## src/hw/rtl/sfbt_pkg.sv

```systemverilog
// types and codes of the sorted free block table
package sfbt_pkg;

  localparam logic [1:0] FUNC_INSERT = 2'd0;
  localparam logic [1:0] FUNC_REMOVE = 2'd1;
  localparam logic [1:0] FUNC_QUERY  = 2'd2;

  localparam logic [1:0] ST_OK        = 2'd0;
  localparam logic [1:0] ST_FULL      = 2'd1;
  localparam logic [1:0] ST_NOT_FOUND = 2'd2;

  // read address select
  localparam logic [2:0] RD_LAST = 3'd0;
  localparam logic [2:0] RD_ZERO = 3'd1;
  localparam logic [2:0] RD_DEC  = 3'd2;
  localparam logic [2:0] RD_INC  = 3'd3;
  localparam logic [2:0] RD_INC2 = 3'd4;

  // walk pointer update
  localparam logic [2:0] CUR_HOLD = 3'd0;
  localparam logic [2:0] CUR_LAST = 3'd1;
  localparam logic [2:0] CUR_ZERO = 3'd2;
  localparam logic [2:0] CUR_DEC  = 3'd3;
  localparam logic [2:0] CUR_INC  = 3'd4;

  // write select: target index and data source
  localparam logic [1:0] WR_UP_OLD   = 2'd0;
  localparam logic [1:0] WR_UP_NEW   = 2'd1;
  localparam logic [1:0] WR_ZERO_NEW = 2'd2;
  localparam logic [1:0] WR_DOWN_OLD = 2'd3;

  typedef struct packed {
    logic [1:0]  func;
    logic [31:0] hole_addr;
    logic [31:0] block_size;
  } in_item_t;

  typedef struct packed {
    logic [1:0]  status;
    logic [31:0] found_addr;
    logic [31:0] found_size;
  } out_item_t;

  typedef struct packed {
    logic [31:0] addr;
    logic [31:0] len;
  } entry_t;

  typedef struct packed {
    logic       capture;
    logic [2:0] rd_sel;
    logic [2:0] cur_op;
    logic       wr_en;
    logic [1:0] wr_sel;
    logic       fill_inc;
    logic       fill_dec;
    logic       res_set;
    logic [1:0] res_status;
    logic       res_take;
    logic       out_load;
  } cmd_t;

  typedef struct packed {
    logic [1:0] func;
    logic       fill_zero;
    logic       full;
    logic       cur_zero;
    logic       cur_last;
    logic       shift_up;
    logic       match;
  } sts_t;

endpackage

```

## src/hw/rtl/sfbt_dp.sv

```systemverilog
// datapath: entry memory, fill count, walk pointer and result registers
module sfbt_dp #(
  parameter int DEPTH = 64
) (
  input  logic                clk,
  input  logic                rst_n,
  input  sfbt_pkg::in_item_t  in_data,
  input  sfbt_pkg::cmd_t      cmd,
  output sfbt_pkg::sts_t      sts,
  output sfbt_pkg::out_item_t out_data
);

  localparam int IW = $clog2(DEPTH);
  localparam int CW = $clog2(DEPTH + 1);

  sfbt_pkg::entry_t    mem [DEPTH];
  sfbt_pkg::entry_t    rdata_r;
  sfbt_pkg::in_item_t  req_r;
  sfbt_pkg::out_item_t res_r;
  sfbt_pkg::out_item_t out_r;
  sfbt_pkg::entry_t    new_entry;
  sfbt_pkg::entry_t    wdata;
  logic [CW-1:0]       fill_r, fill_nxt;
  logic [IW-1:0]       cur_r, cur_nxt;
  logic [IW-1:0]       raddr;
  logic [IW-1:0]       waddr;

  assign new_entry.addr = req_r.hole_addr;
  assign new_entry.len  = req_r.block_size;

  always_comb begin
    case (cmd.rd_sel)
      sfbt_pkg::RD_LAST: raddr = fill_r[IW-1:0] - IW'(1);
      sfbt_pkg::RD_ZERO: raddr = '0;
      sfbt_pkg::RD_DEC:  raddr = cur_r - IW'(1);
      sfbt_pkg::RD_INC:  raddr = cur_r + IW'(1);
      sfbt_pkg::RD_INC2: raddr = cur_r + IW'(2);
      default:           raddr = '0;
    endcase
  end

  always_comb begin
    case (cmd.wr_sel)
      sfbt_pkg::WR_UP_OLD: begin
        waddr = cur_r + IW'(1);
        wdata = rdata_r;
      end
      sfbt_pkg::WR_UP_NEW: begin
        waddr = cur_r + IW'(1);
        wdata = new_entry;
      end
      sfbt_pkg::WR_ZERO_NEW: begin
        waddr = '0;
        wdata = new_entry;
      end
      default: begin
        waddr = cur_r;
        wdata = rdata_r;
      end
    endcase
  end

  always_ff @(posedge clk) begin
    if (cmd.wr_en) begin
      mem[waddr] <= wdata;
    end
    rdata_r <= mem[raddr];
  end

  always_comb begin
    case (cmd.cur_op)
      sfbt_pkg::CUR_LAST: cur_nxt = fill_r[IW-1:0] - IW'(1);
      sfbt_pkg::CUR_ZERO: cur_nxt = '0;
      sfbt_pkg::CUR_DEC:  cur_nxt = cur_r - IW'(1);
      sfbt_pkg::CUR_INC:  cur_nxt = cur_r + IW'(1);
      default:            cur_nxt = cur_r;
    endcase
  end

  always_comb begin
    fill_nxt = fill_r;
    if (cmd.fill_inc) begin
      fill_nxt = fill_r + CW'(1);
    end else if (cmd.fill_dec) begin
      fill_nxt = fill_r - CW'(1);
    end
  end

  always_ff @(posedge clk) begin
    if (!rst_n) begin
      fill_r <= '0;
    end else begin
      fill_r <= fill_nxt;
    end
  end

  always_ff @(posedge clk) begin
    cur_r <= cur_nxt;
    if (cmd.capture) begin
      req_r <= in_data;
    end
    if (cmd.res_set) begin
      res_r.status     <= cmd.res_status;
      res_r.found_addr <= cmd.res_take ? rdata_r.addr : 32'd0;
      res_r.found_size <= cmd.res_take ? rdata_r.len : 32'd0;
    end
    if (cmd.out_load) begin
      out_r <= res_r;
    end
  end

  assign out_data      = out_r;
  assign sts.func      = req_r.func;
  assign sts.fill_zero = (fill_r == '0);
  assign sts.full      = (fill_r >= CW'(DEPTH));
  assign sts.cur_zero  = (cur_r == '0);
  assign sts.cur_last  = ((CW'(cur_r) + CW'(1)) == fill_r);
  assign sts.shift_up  = (rdata_r.len > req_r.block_size);
  // remove looks for the address, a query for the first size that fits
  assign sts.match     = (req_r.func == sfbt_pkg::FUNC_REMOVE) ?
                         (rdata_r.addr == req_r.hole_addr) :
                         (rdata_r.len >= req_r.block_size);

endmodule

```

## src/hw/rtl/sfbt_ctrl.sv

```systemverilog
// controller: sequences insert, remove and query walks over the table
module sfbt_ctrl (
  input  logic           clk,
  input  logic           rst_n,
  input  logic           in_valid,
  output logic           in_stall,
  output logic           out_valid,
  input  logic           out_stall,
  input  sfbt_pkg::sts_t sts,
  output sfbt_pkg::cmd_t cmd
);

  localparam logic [2:0] S_IDLE     = 3'd0;
  localparam logic [2:0] S_DECODE   = 3'd1;
  localparam logic [2:0] S_INS_WALK = 3'd2;
  localparam logic [2:0] S_INS_PUT  = 3'd3;
  localparam logic [2:0] S_SEARCH   = 3'd4;
  localparam logic [2:0] S_RM_SHIFT = 3'd5;
  localparam logic [2:0] S_DONE     = 3'd6;

  logic [2:0] state_r, state_nxt;
  logic       out_valid_r, out_valid_nxt;

  assign in_stall  = (state_r != S_IDLE);
  assign out_valid = out_valid_r;

  always_comb begin
    state_nxt      = state_r;
    cmd            = '0;
    cmd.rd_sel     = sfbt_pkg::RD_ZERO;
    cmd.cur_op     = sfbt_pkg::CUR_HOLD;
    cmd.wr_sel     = sfbt_pkg::WR_UP_OLD;
    cmd.res_status = sfbt_pkg::ST_OK;
    case (state_r)
      S_IDLE: begin
        if (in_valid) begin
          cmd.capture = 1'b1;
          state_nxt   = S_DECODE;
        end
      end
      S_DECODE: begin
        state_nxt = S_DONE;
        cmd.res_set = 1'b1;
        case (sts.func)
          sfbt_pkg::FUNC_INSERT: begin
            if (sts.full) begin
              cmd.res_status = sfbt_pkg::ST_FULL;
            end else if (sts.fill_zero) begin
              cmd.wr_en    = 1'b1;
              cmd.wr_sel   = sfbt_pkg::WR_ZERO_NEW;
              cmd.fill_inc = 1'b1;
            end else begin
              cmd.res_set = 1'b0;
              cmd.rd_sel  = sfbt_pkg::RD_LAST;
              cmd.cur_op  = sfbt_pkg::CUR_LAST;
              state_nxt   = S_INS_WALK;
            end
          end
          sfbt_pkg::FUNC_REMOVE, sfbt_pkg::FUNC_QUERY: begin
            if (sts.fill_zero) begin
              cmd.res_status = sfbt_pkg::ST_NOT_FOUND;
            end else begin
              cmd.res_set = 1'b0;
              cmd.rd_sel  = sfbt_pkg::RD_ZERO;
              cmd.cur_op  = sfbt_pkg::CUR_ZERO;
              state_nxt   = S_SEARCH;
            end
          end
          default: begin
            cmd.res_status = sfbt_pkg::ST_NOT_FOUND;
          end
        endcase
      end
      S_INS_WALK: begin
        // walk down from the tail, moving larger entries up by one
        cmd.rd_sel = sfbt_pkg::RD_DEC;
        cmd.wr_en  = 1'b1;
        if (sts.shift_up) begin
          cmd.wr_sel = sfbt_pkg::WR_UP_OLD;
          if (sts.cur_zero) begin
            state_nxt = S_INS_PUT;
          end else begin
            cmd.cur_op = sfbt_pkg::CUR_DEC;
          end
        end else begin
          cmd.wr_sel   = sfbt_pkg::WR_UP_NEW;
          cmd.fill_inc = 1'b1;
          cmd.res_set  = 1'b1;
          state_nxt    = S_DONE;
        end
      end
      S_INS_PUT: begin
        cmd.wr_en    = 1'b1;
        cmd.wr_sel   = sfbt_pkg::WR_ZERO_NEW;
        cmd.fill_inc = 1'b1;
        cmd.res_set  = 1'b1;
        state_nxt    = S_DONE;
      end
      S_SEARCH: begin
        cmd.rd_sel = sfbt_pkg::RD_INC;
        if (sts.match) begin
          if (sts.func == sfbt_pkg::FUNC_QUERY) begin
            cmd.res_set  = 1'b1;
            cmd.res_take = 1'b1;
            state_nxt    = S_DONE;
          end else begin
            state_nxt = S_RM_SHIFT;
          end
        end else if (sts.cur_last) begin
          cmd.res_set    = 1'b1;
          cmd.res_status = sfbt_pkg::ST_NOT_FOUND;
          state_nxt      = S_DONE;
        end else begin
          cmd.cur_op = sfbt_pkg::CUR_INC;
        end
      end
      S_RM_SHIFT: begin
        // close the gap: entry above the pointer moves down
        cmd.rd_sel = sfbt_pkg::RD_INC2;
        if (sts.cur_last) begin
          cmd.fill_dec = 1'b1;
          cmd.res_set  = 1'b1;
          state_nxt    = S_DONE;
        end else begin
          cmd.wr_en  = 1'b1;
          cmd.wr_sel = sfbt_pkg::WR_DOWN_OLD;
          cmd.cur_op = sfbt_pkg::CUR_INC;
        end
      end
      S_DONE: begin
        if (!out_valid_r || !out_stall) begin
          cmd.out_load = 1'b1;
          state_nxt    = S_IDLE;
        end
      end
      default: begin
        state_nxt = S_IDLE;
      end
    endcase
  end

  always_comb begin
    if (cmd.out_load) begin
      out_valid_nxt = 1'b1;
    end else if (!out_stall) begin
      out_valid_nxt = 1'b0;
    end else begin
      out_valid_nxt = out_valid_r;
    end
  end

  always_ff @(posedge clk) begin
    if (!rst_n) begin
      state_r     <= S_IDLE;
      out_valid_r <= 1'b0;
    end else begin
      state_r     <= state_nxt;
      out_valid_r <= out_valid_nxt;
    end
  end

endmodule

```

## src/hw/rtl/sorted_free_block_table_top.sv

```systemverilog
// Size-sorted free block table with first-fit lookup, one operation per beat.
// Decode answers an empty or full table or an unused code; a query walks up from
// index 0 to the fitting entry, a miss walks every entry, an insert walks down over
// the entries larger than the block, and a remove hit walks up to the entry and
// shifts the rest down; one entry read per cycle. A new beat is taken as out_valid
// rises. Reset clears the fill count and control only; table memory is not swept.
module sorted_free_block_table_top #(
  parameter int TABLE_DEPTH = 64
) (
  input  logic                clk,
  input  logic                rst_n,
  input  logic                in_valid,
  output logic                in_stall,
  input  sfbt_pkg::in_item_t  in_data,
  output logic                out_valid,
  input  logic                out_stall,
  output sfbt_pkg::out_item_t out_data
);

  sfbt_pkg::cmd_t cmd;
  sfbt_pkg::sts_t sts;

  sfbt_ctrl u_ctrl (
    .clk       (clk),
    .rst_n     (rst_n),
    .in_valid  (in_valid),
    .in_stall  (in_stall),
    .out_valid (out_valid),
    .out_stall (out_stall),
    .sts       (sts),
    .cmd       (cmd)
  );

  sfbt_dp #(
    .DEPTH (TABLE_DEPTH)
  ) u_dp (
    .clk      (clk),
    .rst_n    (rst_n),
    .in_data  (in_data),
    .cmd      (cmd),
    .sts      (sts),
    .out_data (out_data)
  );

endmodule

```

## config.mk

```make
export PLATFORM = sky130hd
export DESIGN_NAME = sorted_free_block_table_top
export DESIGN_NICKNAME = d
export VERILOG_FILES = /design/src/hw/rtl/sfbt_pkg.sv /design/src/hw/rtl/sfbt_dp.sv /design/src/hw/rtl/sfbt_ctrl.sv /design/src/hw/rtl/sorted_free_block_table_top.sv
export SDC_FILE = /design/constraint.sdc
export NUM_CORES = 2
export LEC_CHECK = 0
export BUFFER_PORTS_ARGS = -buffer_cell sky130_fd_sc_hd__buf_2
export CELL_PAD_IN_SITES_DETAIL_PLACEMENT = 1
export CELL_PAD_IN_SITES_GLOBAL_PLACEMENT = 1
export CORE_MARGIN = 3
export CORE_UTILIZATION = 42
export DETAILED_ROUTE_END_ITERATION = 12
export MAX_ROUTING_LAYER = met4
export PLACE_DENSITY = 0.63
export RECOVER_POWER = 100
export SKIP_CTS_REPAIR_TIMING = 1
export SLEW_MARGIN = 10
export SYNTH_ARGS = -nofsm -noshare
export SYNTH_HDL_FRONTEND = slang
export SYNTH_SLANG_ARGS = --single-unit
```

## constraint.sdc

```tcl
create_clock -name clk -period 16.71 [get_ports clk]
set_clock_uncertainty 0.15 [all_clocks]
set_input_delay 5.013 -clock clk [delete_from_list [all_inputs] [get_ports clk]]
set_output_delay 5.013 -clock clk [all_outputs]
set_load 0.05 [all_outputs]
```

==> results.sh <==
export IMPL_layout_common_cells="4,300 x edfxtp_1, 1,179 x nand2_1, 749 x mux4_2"
export IMPL_drt_initial_drc_count=16000
export IMPL_vias_per_cell=6.40
export IMPL_io_pins=138
export IMPL_wire_per_inst_um=40.1
export IMPL_hold_path_class="register to register"
export IMPL_drv_slew=9105
export IMPL_place_ws_ns=8.99
export IMPL_setup_violations_final=0
export IMPL_seq_area_frac_synth_pct=77.2
export IMPL_grt_overflow=0
export IMPL_synth_nets=9032
export IMPL_critPathBufInv=3
export IMPL_vias=96600
export IMPL_status="finished, violations left"
export IMPL_drc=0
export IMPL_drive_gt1_share_pct=16.7
export IMPL_cts_tree="yes"
export IMPL_clk_pin_slew_ns=0.07
export IMPL_antenna_found_initial=72
export IMPL_failed_checks="max-capacitance violations, max-slew violations"
export IMPL_die_w_um=641
export IMPL_portBuffers=137
export IMPL_synth_top_area_share_pct=76.3
export IMPL_place_congestion=0.885
export IMPL_crit_family="buffers and inverters"
export IMPL_netlist_cell_type_count=86
export IMPL_cts_sinks=4375
export IMPL_die_h_um=641
export IMPL_ys_flop_type="edfxtp_1"
export IMPL_period_needed_ns=12.19
export IMPL_slew_headroom_pct=-241
export IMPL_finalSetupTns_ns=0
export IMPL_synthCells=8911
export IMPL_cp_max_fo=22
export IMPL_area_growth_pct=12.4
export IMPL_rsz0062_at_grt="no"
export IMPL_cp_start_kind="register"
export IMPL_final_common_cell="edfxtp_1"
export IMPL_finalWorstSetupSlack_ns=4.52
export IMPL_fmax_mhz=82.1
export IMPL_synth_edf_count=4300
export IMPL_start_util_pct=42.3
export IMPL_dieArea_sq_mm=0.410
export IMPL_seq_area_sq_mm=0.131
export IMPL_grt_max_degree=93
export IMPL_wirelength_um=605000
export IMPL_grt_total_usage_pct=30.0
export IMPL_worstPathArrival_ns=12.57
export IMPL_yosysWarnings=0
export IMPL_ys_seq_elements=4375
export IMPL_h_tree_depth=5
export IMPL_drtAntennaViolNets=0
export IMPL_crit_type="register to register"
export IMPL_dpl_hpwl_um=358000
export IMPL_multi_input_area_sq_mm=0.0359
export IMPL_synth_area_leaders="edfxtp_1 76%, mux4_2 10%, nand2_1 2.6%"
export IMPL_fin_nets=9497
export IMPL_slowest_stage="nor2_1"
export IMPL_clk_latency_ns=1.01
export IMPL_worst_pin_slew_ns=5.12
export IMPL_cp_cell_sequence="ha_1 -> nand3_1 -> xnor2_1 -> xor2_1 -> nor2_1 -> nand4_1 -> nand2_1 -> and2_0 -> inv_1 -> ha_1 -> or2_2 -> nor2_1 -> a21oi_1 -> a21boi_0 -> nand2_1 -> nor2_1 -> clkbuf_1 -> clkbuf_1"
export IMPL_period_share_pct=72.9
export IMPL_cpMostUsedCell="nor2_1"
export IMPL_grt_pass1_wl_um=824000
export IMPL_hold_violations=0
export IMPL_critPathCaptureType="register"
export IMPL_slowest_delay_ns=2.44
export IMPL_grt_pass1_vias=95700
export IMPL_synth_area_sq_mm=0.169
export IMPL_first_pass_iters=6
export IMPL_cts_buffers=447
export IMPL_rows=232
export IMPL_syn_avg_cell_area_sq_um=19.0
export IMPL_cp_required_ns=17.09
export IMPL_nFillCells=36900
export IMPL_synth_top_area_cell="edfxtp_1"
export IMPL_clockBufferDepth=4
export IMPL_max_cap_viol_count=242
export IMPL_core_area_sq_mm=0.400
export IMPL_synth_async_reset_ratio_pct=0
export IMPL_root_buffer="clkbuf_16"
==> worst paths after layout <==
check / from / endpoint / slack [ns] / cells after the start
min reg2reg: u_dp.res_r[49]$_SDFFCE_PN0P_ / u_dp.out_data[49]$_DFFE_PP_ / 0.27 / 0
max reg2reg: u_dp.cur_r[0]$_DFFE_PP_ / u_dp.mem[38][20]$_DFFE_PP_ / 4.52 / 18
max: u_dp.cur_r[0]$_DFFE_PP_ / u_dp.mem[38][20]$_DFFE_PP_ / 4.52 / 18
min: u_dp.res_r[49]$_SDFFCE_PN0P_ / u_dp.out_data[49]$_DFFE_PP_ / 0.27 / 0
==> cells in the mapped netlist, types with 50 or more instances <==
library cell,count
inv_1,52
ha_1,50
edfxtp_1,4300
a21oi_1,228
nor2_1,176
dfxtp_1,75
a22oi_1,60
a221oi_1,53
o22ai_1,58
and2_1,69
buf_2,176
nand2_1,1183
o21ai_0,123
mux2i_1,246
clkbuf_1,122
nand3_1,346
a31oi_1,100
buf_4,110
mux4_2,749
==> flip-flops by register name (all words and copies together), names as in the netlist <==
register	flops
u_dp.new_entry	64
u_ctrl.state_r	3
u_dp.res_r	66
u_dp.rdata_r	64
u_dp.sts	2
u_dp.mem	4096
u_dp.out_data	66
u_dp.fill_r	7
u_dp.cur_r	6
u_ctrl.out_valid	1
==> metal layers <==
layer | global-route usage [%] | share of wire, % | vias to the layer above
li1 | - | - | 36900
met5 | - | 0 | -
met3 | 7.54 | 13 | 1135
met4 | 9.83 | 4.0 | 0
met2 | 44.2 | 45 | 6524
met1 | 41.0 | 38 | 52000
==> through the flow <==
stage | std cells | utilization, % | hold slack, ns | cell area, sq um
after floorplan | 8911 | - | 0.250 | 169000
after global placement | 14200 | 44.4 | 0.251 | 178000
after detailed placement | 14200 | 44.4 | 0.255 | 178000
after CTS | 15000 | 47.9 | 0.268 | 192000
after global routing | 15100 | 47.5 | 0.274 | 190000
final | 15100 | 47.5 | 0.267 | 190000
==> cell families (layout without fill, tap and decap cells) <==
logic type | Yosys count | in the layout | share of synthesized area, %
flops | 4375 | 4375 | 77.2
simple gates | 1966 | 1966 | 5.00
mux | 1030 | 1030 | 11.7
compound gates | 896 | 896 | 3.58
buf+inv | 539 | 1376 | 1.88
xor+xnor | 54 | 54 | 0.280
fa+ha+maj | 51 | 51 | 0.382
other cells | 0 | 83 | 0
==> worst reg2reg max path: stages (launching register included) <==
cell and delay (ns):
edfxtp_1 0.69, ha_1 0.38, nand3_1 0.13, xnor2_1 0.58, xor2_1 0.20, nor2_1 0.06
nand4_1 0.16, nand2_1 0.26, and2_0 0.28, inv_1 0.08, ha_1 0.32, or2_2 0.21
nor2_1 0.05, a21oi_1 0.19, a21boi_0 0.42, nand2_1 0.49, nor2_1 2.44, clkbuf_1 2.40
clkbuf_1 2.18
==> layout make-up <==
type	instances	area share [%]
inverter	53	0.105
tap	5265	3.46
multi-input combinational	3997	18.9
sequential	4375	68.7
antenna	83	0.109
clock inverter	185	0.831
clock buffer	636	6.50
timing repair buffer	502	1.41
Power is not shown: default switching activity piles up to over one toggle a cycle in this logic, so the estimate is an artifact.
